<file path="src/rtl/core/m2rgb_pkg.sv">
// m2rgb_pkg: shared types, constants and the microcode program of the
// mired to rgb piecewise polynomial unit; used by every file in rtl/core
package m2rgb_pkg;

   localparam int TABLE_DEPTH = 32;
   localparam int IDX_W = $clog2(TABLE_DEPTH);
   localparam int MIRED_W = 26;
   localparam int VAL_W = 32;
   localparam int SHIFT_W = 6;
   localparam int PROD_W = VAL_W + MIRED_W + 1;
   localparam int SUM_W = PROD_W + 1;
   localparam int PROG_LEN = 48;
   localparam int PC_W = $clog2(PROG_LEN);
   localparam int CSR_IDX_W = 2;

   localparam logic signed [VAL_W-1:0] FULL_SCALE = VAL_W'(1 << 30);
   localparam logic [MIRED_W-1:0] MIRED_LOW_LIMIT = MIRED_W'(32'h42aaab - (1 << 6));
   localparam logic [MIRED_W:0] MIRED_HIGH_LIMIT = (MIRED_W + 1)'(32'h3e80000 + (1 << 6));

   localparam logic [CSR_IDX_W-1:0] CSR_RED_BREAK = 2'd0;
   localparam logic [CSR_IDX_W-1:0] CSR_GREEN_BREAK = 2'd1;
   localparam logic [CSR_IDX_W-1:0] CSR_BLUE_LOW_BREAK = 2'd2;
   localparam logic [CSR_IDX_W-1:0] CSR_BLUE_HIGH_BREAK = 2'd3;

   localparam logic KIND_CONVERT = 1'b0;
   localparam logic KIND_LOAD = 1'b1;

   typedef struct packed {
      logic kind;
      logic [MIRED_W-1:0] mired;
      logic [4:0] entry_index;
      logic signed [VAL_W-1:0] coefficient;
      logic [SHIFT_W-1:0] step_shift;
   } req_type;

   typedef struct packed {
      logic signed [VAL_W-1:0] red;
      logic signed [VAL_W-1:0] green;
      logic signed [VAL_W-1:0] blue;
      logic range_error;
   } rsp_type;

   typedef struct packed {
      logic [MIRED_W-1:0] red_break;
      logic [MIRED_W-1:0] green_break;
      logic [MIRED_W-1:0] blue_low_break;
      logic [MIRED_W-1:0] blue_high_break;
   } cfg_type;

   typedef struct packed {
      logic signed [VAL_W-1:0] coefficient;
      logic [SHIFT_W-1:0] step_shift;
   } entry_type;

   typedef enum logic [2:0] {
      OP_NOP,
      OP_LDACC,
      OP_MUL,
      OP_STEP,
      OP_FULL,
      OP_ZERO
   } op_type;

   typedef enum logic [1:0] {
      PUT_NONE,
      PUT_R,
      PUT_G,
      PUT_B
   } put_type;

   typedef enum logic [2:0] {
      J_NONE,
      J_ALWAYS,
      J_RED_FULL,
      J_GREEN_HIGH,
      J_BLUE_FULL,
      J_BLUE_ZERO
   } jcond_type;

   typedef struct packed {
      logic [IDX_W-1:0] addr;
      op_type op;
      put_type put;
      jcond_type jcond;
      logic [PC_W-1:0] target;
      logic last;
   } word_type;

   // datapath controls for one cycle
   typedef struct packed {
      logic [IDX_W-1:0] addr;
      op_type op;
      put_type put;
   } ctrl_type;

   function automatic word_type mk(input int addr, input op_type op, input put_type put,
                                   input jcond_type jcond, input int target, input logic last);
      word_type w;
      w.addr = IDX_W'(addr);
      w.op = op;
      w.put = put;
      w.jcond = jcond;
      w.target = PC_W'(target);
      w.last = last;
      return w;
   endfunction

   // table reads are registered and land in the next cycle, so each multiply
   // word fetches the coefficient that the following step word adds
   function automatic word_type rom_word(input int pc);
      word_type w;
      w = mk(0, OP_NOP, PUT_NONE, J_NONE, 0, 1'b0);
      case (pc)
         // red: order 4 at slots 3..0, else full
         0: w = mk(3, OP_NOP, PUT_NONE, J_RED_FULL, 8, 1'b0);
         1: w = mk(0, OP_LDACC, PUT_NONE, J_NONE, 0, 1'b0);
         2: w = mk(2, OP_MUL, PUT_NONE, J_NONE, 0, 1'b0);
         3: w = mk(0, OP_STEP, PUT_NONE, J_NONE, 0, 1'b0);
         4: w = mk(1, OP_MUL, PUT_NONE, J_NONE, 0, 1'b0);
         5: w = mk(0, OP_STEP, PUT_NONE, J_NONE, 0, 1'b0);
         6: w = mk(0, OP_MUL, PUT_NONE, J_NONE, 0, 1'b0);
         7: w = mk(0, OP_STEP, PUT_R, J_ALWAYS, 9, 1'b0);
         8: w = mk(0, OP_FULL, PUT_R, J_NONE, 0, 1'b0);
         // green low: order 4 at slots 7..4
         9: w = mk(7, OP_NOP, PUT_NONE, J_GREEN_HIGH, 17, 1'b0);
         10: w = mk(0, OP_LDACC, PUT_NONE, J_NONE, 0, 1'b0);
         11: w = mk(6, OP_MUL, PUT_NONE, J_NONE, 0, 1'b0);
         12: w = mk(0, OP_STEP, PUT_NONE, J_NONE, 0, 1'b0);
         13: w = mk(5, OP_MUL, PUT_NONE, J_NONE, 0, 1'b0);
         14: w = mk(0, OP_STEP, PUT_NONE, J_NONE, 0, 1'b0);
         15: w = mk(4, OP_MUL, PUT_NONE, J_NONE, 0, 1'b0);
         16: w = mk(0, OP_STEP, PUT_G, J_ALWAYS, 29, 1'b0);
         // green high: order 6 at slots 13..8
         17: w = mk(13, OP_NOP, PUT_NONE, J_NONE, 0, 1'b0);
         18: w = mk(0, OP_LDACC, PUT_NONE, J_NONE, 0, 1'b0);
         19: w = mk(12, OP_MUL, PUT_NONE, J_NONE, 0, 1'b0);
         20: w = mk(0, OP_STEP, PUT_NONE, J_NONE, 0, 1'b0);
         21: w = mk(11, OP_MUL, PUT_NONE, J_NONE, 0, 1'b0);
         22: w = mk(0, OP_STEP, PUT_NONE, J_NONE, 0, 1'b0);
         23: w = mk(10, OP_MUL, PUT_NONE, J_NONE, 0, 1'b0);
         24: w = mk(0, OP_STEP, PUT_NONE, J_NONE, 0, 1'b0);
         25: w = mk(9, OP_MUL, PUT_NONE, J_NONE, 0, 1'b0);
         26: w = mk(0, OP_STEP, PUT_NONE, J_NONE, 0, 1'b0);
         27: w = mk(8, OP_MUL, PUT_NONE, J_NONE, 0, 1'b0);
         28: w = mk(0, OP_STEP, PUT_G, J_NONE, 0, 1'b0);
         // blue: full, order 8 at slots 21..14, or zero
         29: w = mk(21, OP_NOP, PUT_NONE, J_BLUE_FULL, 45, 1'b0);
         30: w = mk(0, OP_LDACC, PUT_NONE, J_BLUE_ZERO, 46, 1'b0);
         31: w = mk(20, OP_MUL, PUT_NONE, J_NONE, 0, 1'b0);
         32: w = mk(0, OP_STEP, PUT_NONE, J_NONE, 0, 1'b0);
         33: w = mk(19, OP_MUL, PUT_NONE, J_NONE, 0, 1'b0);
         34: w = mk(0, OP_STEP, PUT_NONE, J_NONE, 0, 1'b0);
         35: w = mk(18, OP_MUL, PUT_NONE, J_NONE, 0, 1'b0);
         36: w = mk(0, OP_STEP, PUT_NONE, J_NONE, 0, 1'b0);
         37: w = mk(17, OP_MUL, PUT_NONE, J_NONE, 0, 1'b0);
         38: w = mk(0, OP_STEP, PUT_NONE, J_NONE, 0, 1'b0);
         39: w = mk(16, OP_MUL, PUT_NONE, J_NONE, 0, 1'b0);
         40: w = mk(0, OP_STEP, PUT_NONE, J_NONE, 0, 1'b0);
         41: w = mk(15, OP_MUL, PUT_NONE, J_NONE, 0, 1'b0);
         42: w = mk(0, OP_STEP, PUT_NONE, J_NONE, 0, 1'b0);
         43: w = mk(14, OP_MUL, PUT_NONE, J_NONE, 0, 1'b0);
         44: w = mk(0, OP_STEP, PUT_B, J_ALWAYS, 47, 1'b0);
         45: w = mk(0, OP_FULL, PUT_B, J_ALWAYS, 47, 1'b0);
         46: w = mk(0, OP_ZERO, PUT_B, J_NONE, 0, 1'b0);
         47: w = mk(0, OP_NOP, PUT_NONE, J_NONE, 0, 1'b1);
         default: w = mk(0, OP_NOP, PUT_NONE, J_NONE, 0, 1'b1);
      endcase
      return w;
   endfunction

endpackage

</file>
<file path="src/rtl/core/m2rgb_seq.sv">
// m2rgb_seq: microcode sequencer, step counter, segment jumps and control word
// fetch from the program table; depends on m2rgb_pkg
module m2rgb_seq (
   input logic clock,
   input logic reset,
   input logic start,
   input logic hold,
   input logic [m2rgb_pkg::MIRED_W-1:0] mired,
   input m2rgb_pkg::cfg_type cfg,
   output m2rgb_pkg::ctrl_type ctrl,
   output logic done,
   output logic busy
);

   logic run_ff, run_in;
   logic [m2rgb_pkg::PC_W-1:0] pc_ff, pc_in;
   m2rgb_pkg::word_type word;
   logic taken;

   assign word = m2rgb_pkg::rom_word(int'(pc_ff));

   always_comb begin
      unique case (word.jcond)
         m2rgb_pkg::J_NONE: taken = 1'b0;
         m2rgb_pkg::J_ALWAYS: taken = 1'b1;
         m2rgb_pkg::J_RED_FULL: taken = mired >= cfg.red_break;
         m2rgb_pkg::J_GREEN_HIGH: taken = mired >= cfg.green_break;
         m2rgb_pkg::J_BLUE_FULL: taken = mired < cfg.blue_low_break;
         m2rgb_pkg::J_BLUE_ZERO: taken = mired >= cfg.blue_high_break;
         default: taken = 1'b0;
      endcase
   end

   // the last word waits there while the result register is still held
   assign done = run_ff && word.last && !hold;
   assign busy = run_ff;

   always_comb begin
      ctrl.addr = word.addr;
      ctrl.op = run_ff ? word.op : m2rgb_pkg::OP_NOP;
      ctrl.put = run_ff ? word.put : m2rgb_pkg::PUT_NONE;
   end

   always_comb begin
      run_in = run_ff;
      pc_in = pc_ff;
      if (start) begin
         run_in = 1'b1;
         pc_in = '0;
      end else if (run_ff) begin
         if (word.last) begin
            if (!hold) begin
               run_in = 1'b0;
            end
         end else if (taken) begin
            pc_in = word.target;
         end else begin
            pc_in = pc_ff + m2rgb_pkg::PC_W'(1);
         end
      end
   end

   always_ff @(posedge clock) begin
      if (reset) begin
         run_ff <= 1'b0;
         pc_ff <= '0;
      end else begin
         run_ff <= run_in;
         pc_ff <= pc_in;
      end
   end

`ifndef ASSERT_OFF
   a_pc_in_program: assert property (@(posedge clock) disable iff (reset)
      run_ff |-> (pc_ff < m2rgb_pkg::PC_W'(m2rgb_pkg::PROG_LEN)))
      else $error("sequencer step counter left the program");

   a_start_when_idle: assert property (@(posedge clock) disable iff (reset)
      start |-> !run_ff)
      else $error("conversion started while sequencer busy");
`endif

endmodule

</file>
<file path="config.mk">
export PLATFORM = sky130hd
export DESIGN_NAME = m2rgb_seq
export DESIGN_NICKNAME = d
export VERILOG_FILES = /design/src/rtl/core/m2rgb_pkg.sv /design/src/rtl/core/m2rgb_seq.sv
export SDC_FILE = /design/constraint.sdc
export NUM_CORES = 1
export LEC_CHECK = 0
export BUFFER_PORTS_ARGS = -buffer_cell sky130_fd_sc_hd__buf_2
export CAP_MARGIN = 40
export CORE_UTILIZATION = 52
export CTS_CLUSTER_DIAMETER = 30
export DETAILED_ROUTE_END_ITERATION = 7
export PLACE_DENSITY_LB_ADDON = 0.05
export REMOVE_ABC_BUFFERS = 1
export SYNTH_ARGS = -nofsm -noshare
export SYNTH_HDL_FRONTEND = slang
export SYNTH_SLANG_ARGS = --single-unit
</file>
<file path="constraint.sdc">
create_clock -name clock -period 5.6 [get_ports clock]
set_input_delay 0.56 -clock clock [delete_from_list [all_inputs] [get_ports clock]]
set_output_delay 0.56 -clock clock [all_outputs]
set_load 0.1 [all_outputs]
</file>
After elaboration in Yosys (flattened, before gate mapping)
Memory sizes are Yosys's and may differ from the RTL's. A register that Yosys moved wholly into a read port is not among the register bits.
Cells that the tools add are included.
{"block": "word_totals", "reg_bits": 7, "romBits": 1280, "input_bits": 134, "out_inout_bits": 12, "elab_cells": 29, "mem_count": 1}
{"memory": "(no name shown)", "words": 64, "width": 20, "rd": 1, "rd_ports_with_merged_regs": 1, "wr": 0, "line_no": "m2rgb_pkg.sv:113", "rtl": "case (pc)"}
{"block": "classes", "add_sub_neg": 1, "order_cmp": 4, "eq_ne": 5, "n_mux": 10, "bitwise_logic": 1, "reduce_logical": 5}
{"operator": "greater-or-equal comparator 26 bit", "n": 3}
{"operator": "< comparator 26 bit", "n": 1}
{"operator": "2-to-1 mux 6 bit", "n": 3}
{"operator": "adder 6 x 1 -> 6 bit, second input constant", "n": 1}
{"operator": "== test 3 x 2 -> 1 bit, second input constant", "n": 2}
{"operator": "== test 3 bit, second input constant", "n": 2}
{"operator": "one-hot mux 1 bit (5 select lines)", "n": 1}
{"operator": "2-to-1 mux 1 bit", "n": 4}
{"operator": "== test 3 x 1 -> 1 bit, second input constant", "n": 1}
{"operator": "2-to-1 mux 3 bit", "n": 1}
{"operator": "logical AND 1 bit", "n": 2}
{"operator": "2-to-1 mux 2 bit", "n": 1}
{"operator": "AND reduction 2 bit", "n": 1}
{"operator": "OR reduction 2 bit", "n": 1}
{"operator": "zero test 1 bit", "n": 1}
{"operator": "inverter 1 bit", "n": 1}

Longest topological paths before layout
{"block": "logic_depth", "depth_word": 5, "mapped_depth": 18, "depth_no_buf": 17}

Worst setup path after synthesis
OpenSTA, ideal clock, no wires.
{"block": "synth_timing", "kind": "in2reg", "from": "in cfg[3] in the netlist's numbering", "to": "reg, netlist name word[13]", "setup_ns": 0.117, "arrival_ns": 3.978, "required_time_ns": 5.483, "setup_slack_ns": 1.505, "cell_stages": 17, "path_buffers": 1, "path_cell_list": "inv_1 > ha_1 > a21o_1 > nand3_1 > a21oi_1 > or4_1 > a2111oi_0 > nand3_1 > buf_6 > nand2_1 > a31oi_1 > o21ai_1 > inv_1 > ha_1 > mux2_2 > or3_1 > a32o_1"}
{"block": "synth_between", "elab_chain_len": 5}
{"item": "start: declaration", "line_no": "m2rgb_seq.sv:9", "rtl": "input m2rgb_pkg::cfg_type cfg,"}
{"item": "greater-or-equal comparator 26 bit", "line_no": "m2rgb_seq.sv:29", "rtl": "m2rgb_pkg::J_BLUE_ZERO: taken = mired >= cfg.blue_high_break;"}
{"item": "one-hot mux 1 bit (5 select lines)", "line_no": "m2rgb_seq.sv:23", "rtl": "unique case (word.jcond)"}
{"item": "2-to-1 mux 6 bit", "line_no": "m2rgb_seq.sv:55", "rtl": "end else if (taken) begin"}
{"item": "2-to-1 mux 6 bit (no line) (2 in a row)"}
No other way between the ends.
A chain may end at the register's enable or synchronous reset.

Worst setup path after layout
{"block": "layout_timing", "from": "in mired[3] in the netlist's numbering", "to": "reg, netlist name word[4]"}
{"block": "layout_between", "elab_chain_len": 5, "elab_cells_between_ends": 8, "cone_classes": "order compare: 4; mux: 4"}
{"item": "start: declaration", "line_no": "m2rgb_seq.sv:8", "rtl": "input logic [m2rgb_pkg::MIRED_W-1:0] mired,"}
{"item": "greater-or-equal comparator 26 bit, or another cell as far along", "line_no": "m2rgb_seq.sv:29"}
{"item": "one-hot mux 1 bit (5 select lines) (*)", "line_no": "m2rgb_seq.sv:23"}
{"item": "2-to-1 mux 6 bit (*)", "line_no": "m2rgb_seq.sv:55"}
{"item": "2-to-1 mux 6 bit (no line) (*) (2 in a row)"}
Mark *: on every way between the ends. The rest lies on a longest branch, timed or not.

==> results_tabular.tex <==
\begin{tabular}{lr}
\hline
Metric & Value \\
\hline
\multicolumn{2}{l}{\textbf{Worst hold path}} \\
Kind of path behind the tightest hold check & in2reg \\
\multicolumn{2}{l}{\textbf{Detailed routing}} \\
Metal2 WL & 5210 µm \\
Number of DRC violations after detailed routing & 0 \\
Routed wire length on met3 & 585 µm \\
Detailed Route WL & 10900 µm \\
Detailed Route Iter0 Violations & 123 \\
Routed met1 length & 5060 µm \\
DR pass1 iterations & 4 \\
Total number of vias & 4268 \\
Vias per cell & 5.36 \\
Wire length per cell after detailed routing & 13.7 µm \\
Number of nets still failing antenna checks after routing & 0 \\
Highest routing layer actually used & met4 \\
\multicolumn{2}{l}{\textbf{Timing}} \\
Aggregate negative setup slack & 0 ns \\
Setup ws final & 1.08 ns \\
Endpoints failing hold & 0 \\
FMAX & 221 MHz \\
Worst clock skew & 0.00618 ns \\
Final period util & 80.8\% \\
Measured slew at the worst slew-check pin & 0.864 ns \\
Pins Over Slew Limit & 0 \\
Clock period minus worst slack & 4.52 ns \\
Count of endpoints failing setup in the final report & 0 \\
Tightest slew margin relative to the limit & 42.3\% \\
Setup repair after global routing missed its margin & false \\
\multicolumn{2}{l}{\textbf{Placement}} \\
Routability-driven placement congestion ratio & 0.927 \\
Half-perimeter wire length after placement & 9300 µm \\
Number of buffers inserted by port buffering & 145 \\
Setup slack at placement & 0.874 ns \\
Area of placed instances & 4980 µm² \\
\multicolumn{2}{l}{\textbf{CTS}} \\
Number of buffers inserted for hold repair after clock tree synthesis & 0 \\
Setup Fix Bufs, Post-CTS & 0 \\
Number of clock buffers inserted by TritonCTS & 3 \\
Clock sink count & 27 \\
Clock insertion delay at the later pin of the skew report & 0.27 ns \\
Reg clk slew, reported paths & 0.09 ns \\
\# H-tree levels & 1 \\
Buffers from clock root to sink, at most & 2 \\
Cell chosen for the clock root & sky130\_fd\_sc\_hd\_\_clkbuf\_8 \\
Number of gates resized after cts & 0 \\
CTS tree & yes \\
\multicolumn{2}{l}{\textbf{Floorplanning}} \\
\# rows & 32 \\
Number of top-level pins & 146 \\
Effective utilization at floorplan & 53.8\% \\
Height of the die & 91.7 µm \\
Area inside the core boundary & 7770 µm² \\
Die footprint & 8400 µm² \\
Floorplan die width & 91.7 µm \\
\multicolumn{2}{l}{\textbf{Synthesis}} \\
Yosys reg bits & 27 \\
Async SR Flop Fraction & 0\% \\
Main flop type after synthesis & sky130\_fd\_sc\_hd\_\_dfxtp\_1 \\
Mean area per synthesized cell & 7.55 µm² \\
Count of synthesis-stage warnings from yosys & 0 \\
Post-Syn Area & 4180 µm² \\
Share of the yosys chip area belonging to registers & 12.9\% \\
Number of distinct library cells after synthesis & 65 \\
EDFF count, synth & 0 \\
Gate count of the mapped netlist & 554 \\
\multicolumn{2}{l}{\textbf{Layout}} \\
Fraction of final layout cells sized beyond drive strength 1 & 24.4\% \\
Util after Layout & 64.8\% \\
Nets & 940 \\
Area Growth Syn to Fin & 20.3\% \\
Final instance area & 5030 µm² \\
Diode insertion count for antenna repair & 0 \\
\multicolumn{2}{l}{\textbf{Setup path}} \\
Critical path cell sequence & buf\_2 > ha\_1 > a21o\_1 > nand3\_1 > a21oi\_1 > or4\_1 > a2111oi\_0 > nand3\_1 > buf\_4 > mux2i\_1 > o21ai\_0 > and2\_1 > inv\_1 > ha\_1 > inv\_1 > nor4\_1 > o21ai\_1 > o311ai\_0 \\
Setup Crit Path Kind & in2reg \\
Maximum fanout count along the critical path & 12 \\
Slowest cell on crit path & sky130\_fd\_sc\_hd\_\_or4\_1 \\
Critical path's largest stage delay & 0.56 ns \\
Type of element launching the critical path & input pin \\
Crit path required time & 5.77 ns \\
Arrival time worst endpoint & 4.70 ns \\
Endpoint type of the worst setup path & flip-flop \\
\multicolumn{2}{l}{\textbf{GRT}} \\
Maximum number of pins on one net before global-route repair & 17 \\
Initial antenna violation count & 0 \\
Total global-route track usage & 25.5\% \\
Via count of the first global-routing pass & 3961 \\
First-pass GRT wire length & 17600 µm \\
Residual overflow from global routing & 0 \\
\multicolumn{2}{l}{\textbf{Power}} \\
Power per standard cell area & 123 nW/µm² \\
Maximum VDD drop & 0.123 mV \\
Total Power Consumption & 619 µW \\
Static leakage & 0.00284 µW \\
\multicolumn{2}{l}{\textbf{Run}} \\
Number of max-capacitance violations reported & 0 \\
\multicolumn{2}{l}{\textbf{Outcome}} \\
Outcome & finished, final reports clean \\
\hline
\end{tabular}
==> placed cells by master, fill, tap and decap left out, types with 3 or more instances in the layout <==
| cell type | instances |
|---|---|
| sky130_fd_sc_hd__buf_4 | 3 |
| sky130_fd_sc_hd__a21oi_1 | 51 |
| sky130_fd_sc_hd__nand3_1 | 15 |
| sky130_fd_sc_hd__nand2b_1 | 3 |
| sky130_fd_sc_hd__nor4_1 | 3 |
| sky130_fd_sc_hd__nand3b_1 | 5 |
| sky130_fd_sc_hd__ha_1 | 111 |
| sky130_fd_sc_hd__nand4_1 | 19 |
| sky130_fd_sc_hd__and3_1 | 4 |
| sky130_fd_sc_hd__dfxtp_1 | 27 |
| sky130_fd_sc_hd__clkbuf_8 | 3 |
| sky130_fd_sc_hd__a211oi_1 | 3 |
| sky130_fd_sc_hd__o21ai_1 | 3 |
| sky130_fd_sc_hd__nand2_1 | 39 |
| sky130_fd_sc_hd__buf_2 | 145 |
| sky130_fd_sc_hd__inv_1 | 116 |
| sky130_fd_sc_hd__nor2b_1 | 4 |
| sky130_fd_sc_hd__a211o_1 | 3 |
| sky130_fd_sc_hd__mux2i_1 | 5 |
| sky130_fd_sc_hd__nor2_1 | 23 |
| sky130_fd_sc_hd__a21o_1 | 5 |
| sky130_fd_sc_hd__and4_1 | 4 |
| sky130_fd_sc_hd__o21a_1 | 3 |
| sky130_fd_sc_hd__a31oi_1 | 4 |
| sky130_fd_sc_hd__or3_1 | 4 |
| sky130_fd_sc_hd__nand4b_1 | 3 |
| sky130_fd_sc_hd__o21ai_0 | 23 |
| sky130_fd_sc_hd__nor3_1 | 8 |
| sky130_fd_sc_hd__and2_1 | 9 |
==> layer usage <==
layer  track usage (%)  vias up
li1                  -     2224
met1              34.7     1895
met2              44.6      141
met3              1.24        8
met4              5.29        0
met5                 0        -
==> worst max-delay path: cells and delay by family <==
family	cells	cell delay [ns]
AOI/OAI and AO/OA	6	1.45
and+or+nand+nor	5	1.42
adders and majority gates	2	0.62
buffers and inverters	4	0.51
muxes	1	0.12
==> state kept, by name, summed over array words and instances (netlist names) <==
name,cells
busy,1
pc_ff,6
word,20
==> synthesized netlist by cell type (5+ instances only) <==
master	instances	area share, %
sky130_fd_sc_hd__nor3_1	8	0.96
sky130_fd_sc_hd__and2_1	9	1.3
sky130_fd_sc_hd__nand2_1	39	3.5
sky130_fd_sc_hd__inv_1	116	10
sky130_fd_sc_hd__mux2i_1	5	1.2
sky130_fd_sc_hd__buf_4	5	0.90
sky130_fd_sc_hd__nand3_1	15	1.8
sky130_fd_sc_hd__nand4_1	19	2.8
sky130_fd_sc_hd__o21ai_0	23	2.8
sky130_fd_sc_hd__ha_1	111	33
sky130_fd_sc_hd__nand3b_1	5	0.90
sky130_fd_sc_hd__dfxtp_1	27	13
sky130_fd_sc_hd__a21oi_1	51	6.1
sky130_fd_sc_hd__a21o_1	5	0.90
sky130_fd_sc_hd__nor2_1	23	2.1
==> kinds of logic after synthesis <==
logic type      share of synthesized area (%)
xor+xnor                                0.209
simple gates                             20.9
flops                                    12.9
compound gates                           19.0
fa+ha+maj                                33.2
mux                                      1.47
buf+inv                                  12.2
==> final cells by class <==
| class | instances | area, µm² |
|---|---|---|
| clock buffer | 3 | 41.3 |
| clock inverter | 1 | 7.51 |
| fill | 743 | 2740 |
| inverter | 116 | 435 |
| sequential | 27 | 541 |
| tap | 102 | 128 |
| timing repair buffer | 148 | 748 |
| multi-input combinational | 399 | 3130 |
==> through the flow <==
stage                     hold slack (ns)  cells
final                               0.458    796
after global routing                0.465    796
after CTS                           0.455    796
after detailed placement            0.559    792
after global placement              0.554    792
after floorplan                     0.525    542
==> path summary, 6_finish.rpt <==
path,start,end,slack (ns),depth (start not counted)
max reg2reg,word[8],word[4],1.53,16
min reg2reg,word[0],busy,0.58,3
min,reset,busy,0.46,2
max,mired[3],word[4],1.08,18
==> power by group <==
group / total (µW) / internal (µW) / switching [µW]
logic: 303 / 130 / 174
clock network: 113 / 50.5 / 62.3
registers: 203 / 199 / 4.19
total: 619 / 379 / 240
Power figures use the tool's default switching activity.
